### config.mk
export PLATFORM = sky130hd
export DESIGN_NAME = line_printer_column_canonicalizer
export DESIGN_NICKNAME = d
export VERILOG_FILES = /design/src/design/lpcc_pkg.sv /design/src/design/line_printer_column_canonicalizer.sv
export SDC_FILE = /design/constraint.sdc
export NUM_CORES = 1
export LEC_CHECK = 0
export BUFFER_PORTS_ARGS = -buffer_cell sky130_fd_sc_hd__clkbuf_2
export CAP_MARGIN = 20
export CORE_AREA = 10 10 92 174
export DETAILED_ROUTE_END_ITERATION = 10
export DIE_AREA = 0 0 102 184
export PLACE_DENSITY = 0.85
export SYNTH_ARGS = -nofsm -noshare
export SYNTH_HDL_FRONTEND = slang
export SYNTH_SLANG_ARGS = --single-unit
export TNS_END_PERCENT = 1
### constraint.sdc
create_clock -name i_clk -period 15.4 [get_ports i_clk]
set_input_delay 1.54 -clock i_clk [delete_from_list [all_inputs] [get_ports i_clk]]
set_output_delay 1.54 -clock i_clk [all_outputs]
set_load 0.005 [all_outputs]
### src/design/lpcc_pkg.sv
// Package for the line printer column canonicalizer.
// Holds the word types, function codes, character codes and register defaults.
// No dependencies.
`default_nettype none
package lpcc_pkg;

    typedef enum logic [1:0] {
        FUNC_CHAR  = 2'd0,
        FUNC_OPEN  = 2'd1,
        FUNC_CLOSE = 2'd2
    } t_func;

    typedef enum logic [1:0] {
        CFG_COLUMNS = 2'd0,
        CFG_FILL    = 2'd1,
        CFG_LINES   = 2'd2
    } t_cfg_idx;

    typedef struct packed {
        t_func      func;
        logic [7:0] char_in;
        logic       auto_eject;
    } t_in_word;

    typedef struct packed {
        logic [7:0] out_char;
        logic [7:0] repeat_res;
        logic       open_error;
        logic       last;
    } t_out_word;

    localparam logic [7:0] CH_NUL = 8'h00;
    localparam logic [7:0] CH_BS  = 8'h08;
    localparam logic [7:0] CH_TAB = 8'h09;
    localparam logic [7:0] CH_NL  = 8'h0A;
    localparam logic [7:0] CH_FF  = 8'h0C;
    localparam logic [7:0] CH_CR  = 8'h0D;
    localparam logic [7:0] CH_SP  = 8'h20;

    localparam logic [8:0] TAB_STEP = 9'd8;

    localparam logic [7:0] DEF_COLUMNS = 8'd132;
    localparam logic [7:0] DEF_FILL    = 8'd96;
    localparam logic [7:0] DEF_LINES   = 8'd60;

endpackage
`default_nettype wire

### src/design/line_printer_column_canonicalizer.sv
// Line printer column canonicalizer: input word register, one pass of column logic,
// and a three-entry result holder, unloaded one word per cycle when not stalled.
// Depends on lpcc_pkg.
// Results of a word pass through the input register, then the result holder.
// Throughput: one word per cycle while each yields at most one result and no stall;
// more results hold the next word until the last one leaves the single holder.
// Reset (synchronous, active low): registers to 132/96/60, state cleared, empty.
`default_nettype none
module line_printer_column_canonicalizer
    import lpcc_pkg::*;
(
    input  wire logic       i_clk,
    input  wire logic       i_rst_n,
    input  wire logic       i_cfg_we,
    input  wire logic [1:0] i_cfg_idx,
    input  wire logic [7:0] i_cfg_data,
    input  wire logic       i_in_valid,
    output logic            o_in_stall,
    input  wire t_in_word   i_in,
    output logic            o_out_valid,
    input  wire logic       i_out_stall,
    output t_out_word       o_out
);

    function automatic logic [7:0] sat_inc(input logic [7:0] v);
        sat_inc = (v == 8'hFF) ? 8'hFF : v + 8'd1;
    endfunction

    // configuration
    logic [7:0] r_cols, r_fill, r_lpp;
    logic [7:0] n_cols;

    // printer state
    logic [7:0] r_lcol, r_head, r_lc;
    logic       r_top, r_open, r_eject;
    logic [7:0] n_lcol, n_head, n_lc;
    logic       n_top, n_open, n_eject;

    // input register
    t_in_word r_in;
    logic     r_in_valid;

    // result holder
    t_out_word r_res [3];
    logic [1:0] r_left, r_pos;

    t_out_word  res [3];
    logic [1:0] cnt;
    logic       in_take, out_take, holder_free, proc;

    // combinational work for one word
    logic       do_le, le_nlff, is_print;
    logic [7:0] le_ch, lc1, le_out, h;
    logic [8:0] tab_t;
    logic [1:0] k;

    always_comb begin
        n_cols  = r_cols;
        n_lcol  = r_lcol;
        n_head  = r_head;
        n_lc    = r_lc;
        n_top   = r_top;
        n_open  = r_open;
        n_eject = r_eject;
        cnt     = 2'd0;
        for (int i = 0; i < 3; i++) begin
            res[i] = '0;
        end
        do_le    = 1'b0;
        le_nlff  = 1'b0;
        le_ch    = CH_NL;
        is_print = 1'b0;
        tab_t    = '0;
        lc1      = '0;
        le_out   = '0;
        h        = r_head;
        k        = 2'd0;

        unique case (r_in.func)
            FUNC_CHAR: begin
                unique case (r_in.char_in)
                    CH_TAB: begin
                        tab_t  = ({1'b0, r_lcol} + TAB_STEP) & ~(TAB_STEP - 9'd1);
                        n_lcol = tab_t[8] ? 8'hFF : tab_t[7:0];
                    end
                    CH_FF, CH_NL, CH_CR: begin
                        do_le   = 1'b1;
                        le_nlff = (r_in.char_in != CH_CR);
                        le_ch   = r_in.char_in;
                    end
                    CH_BS: begin
                        if (r_lcol != 8'd0) begin
                            n_lcol = r_lcol - 8'd1;
                        end
                    end
                    CH_SP: begin
                        n_lcol = sat_inc(r_lcol);
                    end
                    default: begin
                        is_print = 1'b1;
                    end
                endcase
            end
            FUNC_OPEN: begin
                if (r_open) begin
                    res[0].open_error = 1'b1;
                    cnt = 2'd1;
                end else begin
                    n_open  = 1'b1;
                    n_eject = r_in.auto_eject;
                    n_top   = r_in.auto_eject;
                    n_lc    = 8'd0;
                    n_head  = 8'd0;
                    if (r_cols == 8'd0) begin
                        n_cols = DEF_COLUMNS;
                    end
                    // form feed at top of page prints nothing, only homes the column
                    if (r_in.auto_eject) begin
                        n_lcol = 8'd0;
                    end
                end
            end
            FUNC_CLOSE: begin
                do_le   = r_eject;
                le_nlff = 1'b1;
                le_ch   = CH_FF;
            end
            default: begin
            end
        endcase

        if (do_le) begin
            if (le_nlff && !r_top) begin
                lc1    = sat_inc(r_lc);
                le_out = (lc1 >= r_lpp && r_eject) ? CH_FF : le_ch;
                res[0].out_char   = le_out;
                res[0].repeat_res = 8'd1;
                cnt = 2'd1;
                if (r_fill >= 8'd2) begin
                    res[1].out_char   = CH_NUL;
                    res[1].repeat_res = r_fill - 8'd1;
                    cnt = 2'd2;
                end
                if (le_out == CH_FF) begin
                    n_lc  = 8'd0;
                    n_top = 1'b1;
                end else begin
                    n_lc  = lc1;
                    n_top = 1'b0;
                end
            end else if (r_head != 8'd0) begin
                res[0].out_char   = CH_CR;
                res[0].repeat_res = 8'd1;
                cnt   = 2'd1;
                n_top = 1'b0;
            end
            n_head = 8'd0;
            n_lcol = 8'd0;
        end

        if (r_in.func == FUNC_CLOSE) begin
            n_top   = 1'b0;
            n_open  = 1'b0;
            n_eject = 1'b0;
        end

        if (is_print) begin
            // return the head when the target column lies behind it
            if (r_lcol < h) begin
                res[k].out_char   = CH_CR;
                res[k].repeat_res = 8'd1;
                k = k + 2'd1;
                h = 8'd0;
            end
            if (r_lcol < r_cols) begin
                if (r_lcol > h) begin
                    res[k].out_char   = CH_SP;
                    res[k].repeat_res = r_lcol - h;
                    k = k + 2'd1;
                    h = r_lcol;
                end
                res[k].out_char   = r_in.char_in;
                res[k].repeat_res = 8'd1;
                k = k + 2'd1;
                h = sat_inc(h);
            end
            n_lcol = sat_inc(r_lcol);
            n_head = h;
            cnt    = k;
            if (k != 2'd0) begin
                n_top = 1'b0;
            end
        end

        // flag the final word of this item
        for (int i = 0; i < 3; i++) begin
            res[i].last = (2'(i) == cnt - 2'd1);
        end
    end

    assign out_take    = o_out_valid && !i_out_stall;
    assign holder_free = (r_left == 2'd0) || (r_left == 2'd1 && out_take);
    assign proc        = r_in_valid && (holder_free || cnt == 2'd0);
    assign o_in_stall  = r_in_valid && !proc;
    assign in_take     = i_in_valid && !o_in_stall;
    assign o_out_valid = (r_left != 2'd0);
    assign o_out       = r_res[r_pos];

    always_ff @(posedge i_clk) begin
        if (!i_rst_n) begin
            r_cols     <= DEF_COLUMNS;
            r_fill     <= DEF_FILL;
            r_lpp      <= DEF_LINES;
            r_lcol     <= '0;
            r_head     <= '0;
            r_lc       <= '0;
            r_top      <= 1'b0;
            r_open     <= 1'b0;
            r_eject    <= 1'b0;
            r_in_valid <= 1'b0;
            r_left     <= '0;
            r_pos      <= '0;
        end else begin
            if (i_cfg_we) begin
                unique case (i_cfg_idx)
                    CFG_COLUMNS: r_cols <= i_cfg_data;
                    CFG_FILL:    r_fill <= i_cfg_data;
                    CFG_LINES:   r_lpp  <= i_cfg_data;
                    default: begin
                    end
                endcase
            end else if (proc) begin
                r_cols <= n_cols;
            end

            if (proc) begin
                r_lcol  <= n_lcol;
                r_head  <= n_head;
                r_lc    <= n_lc;
                r_top   <= n_top;
                r_open  <= n_open;
                r_eject <= n_eject;
            end

            r_in_valid <= in_take || (r_in_valid && !proc);

            if (proc && cnt != 2'd0) begin
                r_left <= cnt;
                r_pos  <= 2'd0;
            end else if (out_take) begin
                r_left <= r_left - 2'd1;
                r_pos  <= r_pos + 2'd1;
            end
        end
    end

    // payload registers
    always_ff @(posedge i_clk) begin
        if (in_take) begin
            r_in <= i_in;
        end
        if (proc && cnt != 2'd0) begin
            for (int i = 0; i < 3; i++) begin
                r_res[i] <= res[i];
            end
        end
    end

endmodule
`default_nettype wire
# Yosys cells after proc, flatten, opt, wreduce, memory -nomap -nowiden

Memories as Yosys holds them, arrays and structs flattened. A register that Yosys moved wholly into a read port is not among the register bits.
Index checks and enable logic that the tools add are counted.

Output and inout port bits: 20
Memory bits (writable): 54
Bits in registers: 67
Input bits: 26
Memories kept: 1

$lt $le $gt $ge: 9
$add $sub $neg: 12
Equal/unequal tests: 26
Reduce and logical (&&, ||, !) cells: 45
Bitwise gates (word level): 3
Multiplexer cells: 102

Memories:

| name  | depth | bits a word | read ports | clocked after Yosys merged registers in | wr ports | RTL line                                | text |
|---|---|---|---|---|---|---|---|
| r_res | 3     | 18          | 1          | 1                                       | 3        | line_printer_column_canonicalizer.sv:44 | `t_out_word r_res [3];` |

Operators by type and width:

| operator            | number |
|---|---|
| $mux 8              | 35 |
| $mux 54             | 5 |
| $bwmux 54           | 4 |
| $demux 18 s2        | 4 |
| $mux 16             | 4 |
| $eq 8x4->1 const B  | 6 |
| $mux 18             | 2 |
| $pmux 8 s2          | 2 |
| $mux 2              | 15 |
| $mux 1              | 25 |
| $add 8x1->8 const B | 3 |
| $eq 8x8->1 const B  | 3 |
| $pmux 8 s3          | 1 |
| $mux 10             | 2 |
| $lt 8x8->1          | 2 |
| $reduce_bool 2->1   | 8 |
| $reduce_bool 8->1   | 2 |
| $sub 8x1->8 const B | 2 |
| $mux 12             | 1 |
| $logic_and 1x1->1   | 10 |
| $logic_not 2->1     | 5 |
| $add 8x4->9 const B | 1 |
| $eq 8x6->1 const B  | 1 |
| $ge 8x2->1 const B  | 1 |
| 33 further kinds    | 53 |

# Logic depth before layout (Yosys ltp)

Gate-level depths: netlist of the first run.

Depth in word-level cells: 21
Mapped depth: 24

# Worst setup path before layout of the first run

Ideal clock, no wire load.

Path type: reg2reg
Start: reg r_head[5]
End: mem r_res[0][0] in the netlist's numbering (enable)
Stages on the path, launching flop included: 19
Arrival: 6.131 ns
Required time: 14.932 ns
Period minus slack after synthesis: 6.598 ns
Slack: 8.802 ns
Cell sequence: dfxtp_1 clkbuf_1 inv_1 ha_1 nand4_1 o31ai_4 clkbuf_1 and2_1 ha_1 inv_1 fa_1 nand3_1 a21oi_1 o21ai_1 clkbuf_1 ha_1 mux2i_1 a22oi_2 a21oi_1

RTL lines:

| what                   | RTL line                                 | text |
|---|---|---|
| from (decl)            | line_printer_column_canonicalizer.sv:34  | `logic [7:0] r_lcol, r_head, r_lc;` |
| from (signal assigned) | line_printer_column_canonicalizer.sv:238 | `r_head <= n_head;` |
| to (decl)              | line_printer_column_canonicalizer.sv:44  |  |

# Worst setup path in the final report of the first run

Start: reg r_lcol[7]
End: out o_in_stall

Longest elaborated chain between the ends: 16
Elaborated cells between the ends (all ways): 20
Classes of those cells: add/sub: 2; order compare: 3; mux: 10; reduce/logical: 5

RTL lines:

| what                                      | RTL line                                                                           | text |
|---|---|---|
| from (decl)                               | line_printer_column_canonicalizer.sv:34                                            |  |
| from (signal assigned)                    | line_printer_column_canonicalizer.sv:237                                           | `r_lcol <= n_lcol;` |
| $lt 8x8->1                                | line_printer_column_canonicalizer.sv:169                                           | `if (r_lcol < h) begin` |
| $mux 8 or $mux 1 (tied branches)          | line_printer_column_canonicalizer.sv:169                                           |  |
| $mux 8 or $mux 2 (tied branches)          | line_printer_column_canonicalizer.sv:167                                           | `if (is_print) begin` |
| $gt 8x8->1 or $add 2x1->2 (tied branches) | line_printer_column_canonicalizer.sv:176, line_printer_column_canonicalizer.sv:179 |  |
| $mux 2                                    | line_printer_column_canonicalizer.sv:176                                           | `if (r_lcol > h) begin` |
| $mux 2                                    | line_printer_column_canonicalizer.sv:175                                           | `if (r_lcol < r_cols) begin` |
| $mux 2                                    | line_printer_column_canonicalizer.sv:167                                           |  |
| $add 2x1->2                               | line_printer_column_canonicalizer.sv:184                                           | `k = k + 2'd1;` |
| $mux 2 (*)                                | line_printer_column_canonicalizer.sv:175                                           |  |
| $mux 2 (*) (2 in a row)                   | line_printer_column_canonicalizer.sv:167                                           |  |
| $logic_not 2->1 (*)                       | line_printer_column_canonicalizer.sv:203                                           | `assign proc = r_in_valid && (holder_free \|\| cnt == 2'd0);` |
| $logic_or 1x1->1 (*)                      | line_printer_column_canonicalizer.sv:203                                           |  |
| $logic_and 1x1->1 (*)                     | line_printer_column_canonicalizer.sv:203                                           |  |
| $logic_not 1->1 (*)                       | line_printer_column_canonicalizer.sv:204                                           | `assign o_in_stall = r_in_valid && !proc;` |
| $logic_and 1x1->1 (*)                     | line_printer_column_canonicalizer.sv:204                                           |  |
| to (decl)                                 | line_printer_column_canonicalizer.sv:18                                            | `output logic o_in_stall,` |

Mark *: on every way between the ends. The rest lies on a longest branch, timed or not. The select of a mux whose other input is x is not followed.

==> results of run 1 <==
-- worst max-delay path, stage by stage (launching register included) --
cell and delay, ps:
dfxtp_1 630, ha_1 260, nand4_1 170, o31ai_4 780, and2_1 250, ha_1 180
inv_1 60, fa_1 400, nand3_1 120, a21oi_1 100, o21ai_1 140, buf_4 210
ha_1 380, nand2_1 120, o311a_1 200, a211oi_2 80, nor4_1 410, clkbuf_2 210
-- logic make-up (layout without fill, tap and decap cells) --
logic type               Yosys count  after routing  share of synthesized area, %
buffers and inverters             92            135                          4.85
multiplexers                      35             35                          4.66
adder cells (fa/ha/maj)           49             49                          8.20
AO/OA/AOI/OAI                    211            211                          20.5
XOR/XNOR                          26             26                          3.01
AND/OR/NAND/NOR                  320            320                          21.2
flip-flops                       114            114                          37.6
-- report_power, final --
group | switching, µW | internal [µW] | total, µW
sequential | 14.1 | 332 | 346
combinational | 70.0 | 44.9 | 115
clock | 155 | 206 | 360
-- flip-flops by register name, indices dropped and copies added, names as in the netlist, named ones only --
name	flops
r_left	2
r_top	1
r_res	45
r_in	11
r_head	8
r_cols	8
r_eject	1
r_fill	8
r_lpp	8
r_in_valid	1
r_lc	8
r_lcol	8
r_open	1
r_pos	2
-- Yosys cell counts, types with 13 or more instances --
library cell / n / share of area (%)
o22ai_1: 13 / 1.1
nand3_1: 27 / 1.8
dfxtp_1: 58 / 15
nor3_1: 17 / 1.1
mux2i_1: 33 / 4.4
xnor2_1: 19 / 2.2
o21ai_0: 37 / 2.4
and3_1: 16 / 1.3
nand4_1: 17 / 1.4
nor2_1: 50 / 2.5
edfxtp_1: 56 / 22
nand2b_1: 15 / 1.2
and2_1: 17 / 1.4
inv_1: 49 / 2.4
ha_1: 48 / 7.9
nor2b_1: 14 / 1.2
clkbuf_1: 33 / 1.6
nand2_1: 106 / 5.3
a21oi_1: 25 / 1.7
-- cells in the final DEF, fill, tap and decap left out, drive strengths merged, types with 9 or more instances in the layout --
cell | Yosys | routed
a21boi | 15 | 15
o21ai | 49 | 49
o211ai | 13 | 13
nand4 | 17 | 17
o21a | 9 | 9
ha | 48 | 48
edfxtp | 56 | 56
dfxtp | 58 | 58
nor2 | 50 | 50
a21oi | 28 | 28
nand2 | 106 | 106
mux2i | 33 | 33
and2 | 17 | 17
o22ai | 13 | 13
and3 | 16 | 16
clkbuf | 33 | 62
nand2b | 15 | 15
inv | 50 | 52
nor2b | 14 | 14
nor3b | 9 | 9
nor3 | 18 | 18
nor4 | 11 | 11
nand3 | 27 | 27
xnor2 | 19 | 19
-- metrics by stage --
stage | setup WS [ps] | instances | power [µW]
2_1_floorplan | 8800 | 847 | 427
3_3_place_gp | 9340 | 1010 | 463
3_5_place_dp | 9180 | 1010 | 466
4_1_cts | 8720 | 1042 | 823
5_1_grt | 8300 | 1042 | 849
6_report | 8720 | 1042 | 821
-- per-layer routing --
layer  GRT usage (%)  vias to the layer above
li1                -                     3187
met1            23.4                     3137
met2            42.2                      227
met3            4.10                       93
met4            17.5                        0
met5               0                        -
-- cell type report --
cell class	count	area [µm²]	area share, %
clock inverter	15	113	1.34
multi-input combinational	641	4370	51.9
timing repair buffer	52	278	3.30
sequential	114	2840	33.8
clock buffer	17	425	5.06
tap	152	190	2.26
inverter	51	191	2.28
-- path summary, 6_finish.rpt --
check | start | to | slack [ps] | cells after the start
hold reg to reg | r_lpp[1] | r_lpp[1] | 470 | 2
hold / removal | r_lpp[1] | r_lpp[1] | 470 | 2
setup / recovery | r_lcol[7] | o_in_stall | 8720 | 17
setup reg to reg | r_lcol[7] | r_head[5] | 9690 | 18
==> impl_metrics.ini, run 1 <==
[die]
die_x_um = 102
core-area_um2 = 13100
chipHeight_um = 184
die-area_um2 = 18800
ios = 46
start_util_pct = 57.6
num_rows = 59

[logic_synthesis]
synth_edf_count = 56
synth-main-ff-cell = dfxtp_1
synth_area_um2 = 7560
synth-seq-area-share_pct = 37.6
avgSynthCellArea_um2 = 8.93
synth_nets = 922
synth-seq-cells = 114
synth_warnings = 0
synth.distinct_cells = 84
syn_inst = 847
synthArstFlopShare_pct = 0

[timing]
max_slew_margin_pct = 31.5
slew_viol_final = 0
rsz0062_at_grt = false
fmax_mhz = 150
finalCritPeriodShare_pct = 43.4
setup_viol = 0
setup_tns_ps = 0
hold_violations = 0
worst_pin_slew_ps = 1030
finalCriticalPeriod_ps = 6680
hold-worst-slack_ps = 468
clock_skew_ps = 9.47

[pwr]
leakage_uw = 0.00323
max-vdd-ir-drop_mv = 0.0788
power_density_nw_per_um2 = 97.7

[worst_setup_path]
cp-end-kind = output port
path_class = reg2out
cp.arrival_ps = 5140
critPathMaxFanout = 20
worstPathRequired_ps = 13860
start_kind = flip-flop

[global_routing]
grt_use_total_pct = 23.6
antenna_found_initial = 0
grt_max_degree = 61
grt_pass1_wl_um = 34700
grt_overflow = 0
grt_pass1_vias = 6691

[routing]
drc = 0
wl_met2_um = 11300
wl_per_cell_um = 20.7
maxUsedRoutingLayer = met4
dr_wl_met3_um = 893
firstDrtPassIters = 5
avgViaCountPerCell = 6.38
met1_length_um = 7730
drt_iter0_markers = 385
routed_wl_um = 21600
vias = 6644
ant_nets = 0

[clocking]
cts_buffers = 17
clkSinkCount = 114
cts_root_buf = clkbuf_16
cts_resized = 0
post-cts-setup-buffers = 0
htreeDepth = 4
ctsHoldBuffers = 0
cts_tree = done
clkLatencyLatePin_ps = 430
cts.clk_slew.worst_paths_ps = 60
clock_path_buffers = 2

[placed_design]
hpwl_um = 16100
portBuffers = 45
gp_congestion = 1.02
postPlaceCellArea_um2 = 7870

[finish]
antenna_cells = 0
drive_gt1_share_pct = 12.8
post-route-util_pct = 64.0
fillCellCount = 1130
nets = 952
syn_to_final_growth_pct = 11.1
design_area_um2 = 8410

[worst_hold_path]
hp-class = reg2reg

[status]
run_status = finished, final reports clean

[job]
cap_violations = 0
(Power assumes the default switching activity.)
==> run 2: changes to the inputs <==
--- a/config.mk
+++ b/config.mk
@@ -7,9 +7,9 @@
 export LEC_CHECK = 0
 export BUFFER_PORTS_ARGS = -buffer_cell sky130_fd_sc_hd__clkbuf_2
 export CAP_MARGIN = 20
-export CORE_AREA = 10 10 92 174
+export CORE_AREA = 10 10 94 178
 export DETAILED_ROUTE_END_ITERATION = 10
-export DIE_AREA = 0 0 102 184
+export DIE_AREA = 0 0 104 188
 export PLACE_DENSITY = 0.85
 export SYNTH_ARGS = -nofsm -noshare
 export SYNTH_HDL_FRONTEND = slang
==> constraint.sdc (replaced) <==
create_clock -name i_clk -period 5.88 [get_ports i_clk]
set_input_delay 0.588 -clock i_clk [delete_from_list [all_inputs] [get_ports i_clk]]
set_output_delay 0.588 -clock i_clk [all_outputs]
set_load 0.005 [all_outputs]
==> run 2 against run 1 <==
Net effect: sequential share of layout area shrank 0.85 points; die area up 4.2%; critical path depth decreased by 1; count of clock-buffer cells in the layout is 5 higher; highest routed layer unchanged; flip-flop and latch count did not move; largest power group unchanged; critical path type unchanged; first-iteration DRC count increased by 70%; combinational power increased to 2.7 times the previous value; clock skew grew 1.6 ps; sequential power rose to 2.6 times the previous value; non-clock buffer count increased by 10; cell count increased by 4.5%; clock power rose to 3.1 times the previous value.
==> impl_metrics.ini, run 2 (synthesis gave the netlist of run 1 again) <==
[status]
run_status = finished, final reports clean

[finish]
drive_gt1_share_pct = 13.4
antenna_cells = 0
nets = 962
largest_register_ffs = 45
regMostFlops = r_res
final_cell_mix = nand2_1, dfxtp_1, edfxtp_1
final_common_cell = nand2_1
regArea_um2 = 2840
top_regs = r_res: 45 flops, r_in: 11 flops
fillCellCount = 1209
syn_to_final_growth_pct = 14.0
design_area_um2 = 8620
multi_input_area_um2 = 4370

[die]
die_x_um = 104
die-area_um2 = 19600
core-area_um2 = 13900
chipHeight_um = 188
start_util_pct = 54.5
ios = 46
num_rows = 61

[worst_setup_path]
worstPathRequired_ps = 5290
cp_num_cells = 16
crit_chain = ha_1 > nand4_1 > o31ai_4 > and2_1 > ha_1 > inv_1 > fa_1 > nand3_1 > a21oi_1 > o21ai_1 > ha_1 > nand2_1 > o311a_1 > a211oi_2 > nor4_1 > clkbuf_2
cpPeakStageDelay_ps = 670
cp.arrival_ps = 4870
crit_top_cell = ha_1
cpLargestDelayFamily = adder cells
start_kind = flip-flop
reg2reg_depth = 17
path_class = reg2out
worst_path_max_delay_cell = dfxtp_1
critPathMaxFanout = 15
crit_buf_inv = 2
cp-end-kind = output port

[global_routing]
grt_max_degree = 61
grt_overflow = 0
grt_pass1_vias = 6870
grt_pass1_wl_um = 35600
antenna_found_initial = 0
grt_use_total_pct = 22.6

[timing]
worst_pin_slew_ps = 1010
rsz0062_at_grt = false
slew_viol_final = 0
hold_violations = 0
fmax_mhz = 183
max_slew_margin_pct = 32.3
finalCriticalPeriod_ps = 5460
setup_viol = 0
setup_tns_ps = 0
clock_skew_ps = 11.0
finalCritPeriodShare_pct = 92.8

[job]
cap_violations = 0

[clocking]
clkLatencyLatePin_ps = 430
cts.clk_slew.worst_paths_ps = 50
cts_resized = 0
post-cts-setup-buffers = 0
clock_path_buffers = 2
cts_tree = done
htreeDepth = 4
ctsHoldBuffers = 0
cts_buffers = 17
clkSinkCount = 114
cts_root_buf = clkbuf_16

[placed_design]
gp_congestion = 1.01
portBuffers = 45
postPlaceCellArea_um2 = 8000
hpwl_um = 16400

[routing]
firstDrtPassIters = 6
drc = 0
routed_wl_um = 22000
vias = 6884
wl_per_cell_um = 20.2
ant_nets = 0
avgViaCountPerCell = 6.32
drt_iter0_markers = 655

[pwr]
max-vdd-ir-drop_mv = 0.201
power_density_nw_per_um2 = 268
leakage_uw = 0.00333

[worst_hold_path]
hp-class = in2reg
holdPathStages = 1
[run 2: worst paths after layout]
check	start	to	slack (ps)
max	r_lcol[5]	o_in_stall	420
max reg2reg	r_lcol[5]	r_lc[4]	670
min reg2reg	r_lpp[7]	r_lpp[7]	470
min	i_in[8]	r_in[8]	340
[run 2: stage by stage]
stage               power, µW  utilization (%)  hold slack, ps  cells  worst slack, ps
floorplan                1120                -             443    847              338
global placement         1210             57.6             455   1057              852
detailed placement       1220             57.6             463   1057              773
CTS                      2310             62.1             323   1089              509
global route             2380             62.1             336   1089              146
finish                   2310             62.1             340   1089              422
[run 2: power by group]
| group | total, µW | switching (µW) | internal [µW] |
|---|---|---|---|
| combinational | 307 | 186 | 120 |
| clock | 1100 | 369 | 728 |
| sequential | 905 | 34.3 | 870 |
[run 2: area by class of cell]
class,count,share of cell area [%]
clock inverters,10,1.83
multi-input cells,641,50.6
repair buffers,62,4.24
flip-flops and latches,114,33.0
inverters,51,2.22
clock buffers,22,5.38
well taps,189,2.74
[run 2: per-layer routing]
metal / track usage [%] / share of wire (%) / up-vias
li1: - / - / 3216
met1: 21.5 / 33 / 3236
met2: 39.7 / 52 / 311
met3: 4.60 / 5.7 / 121
met4: 20.5 / 9.0 / 0
met5: 0 / 0 / -
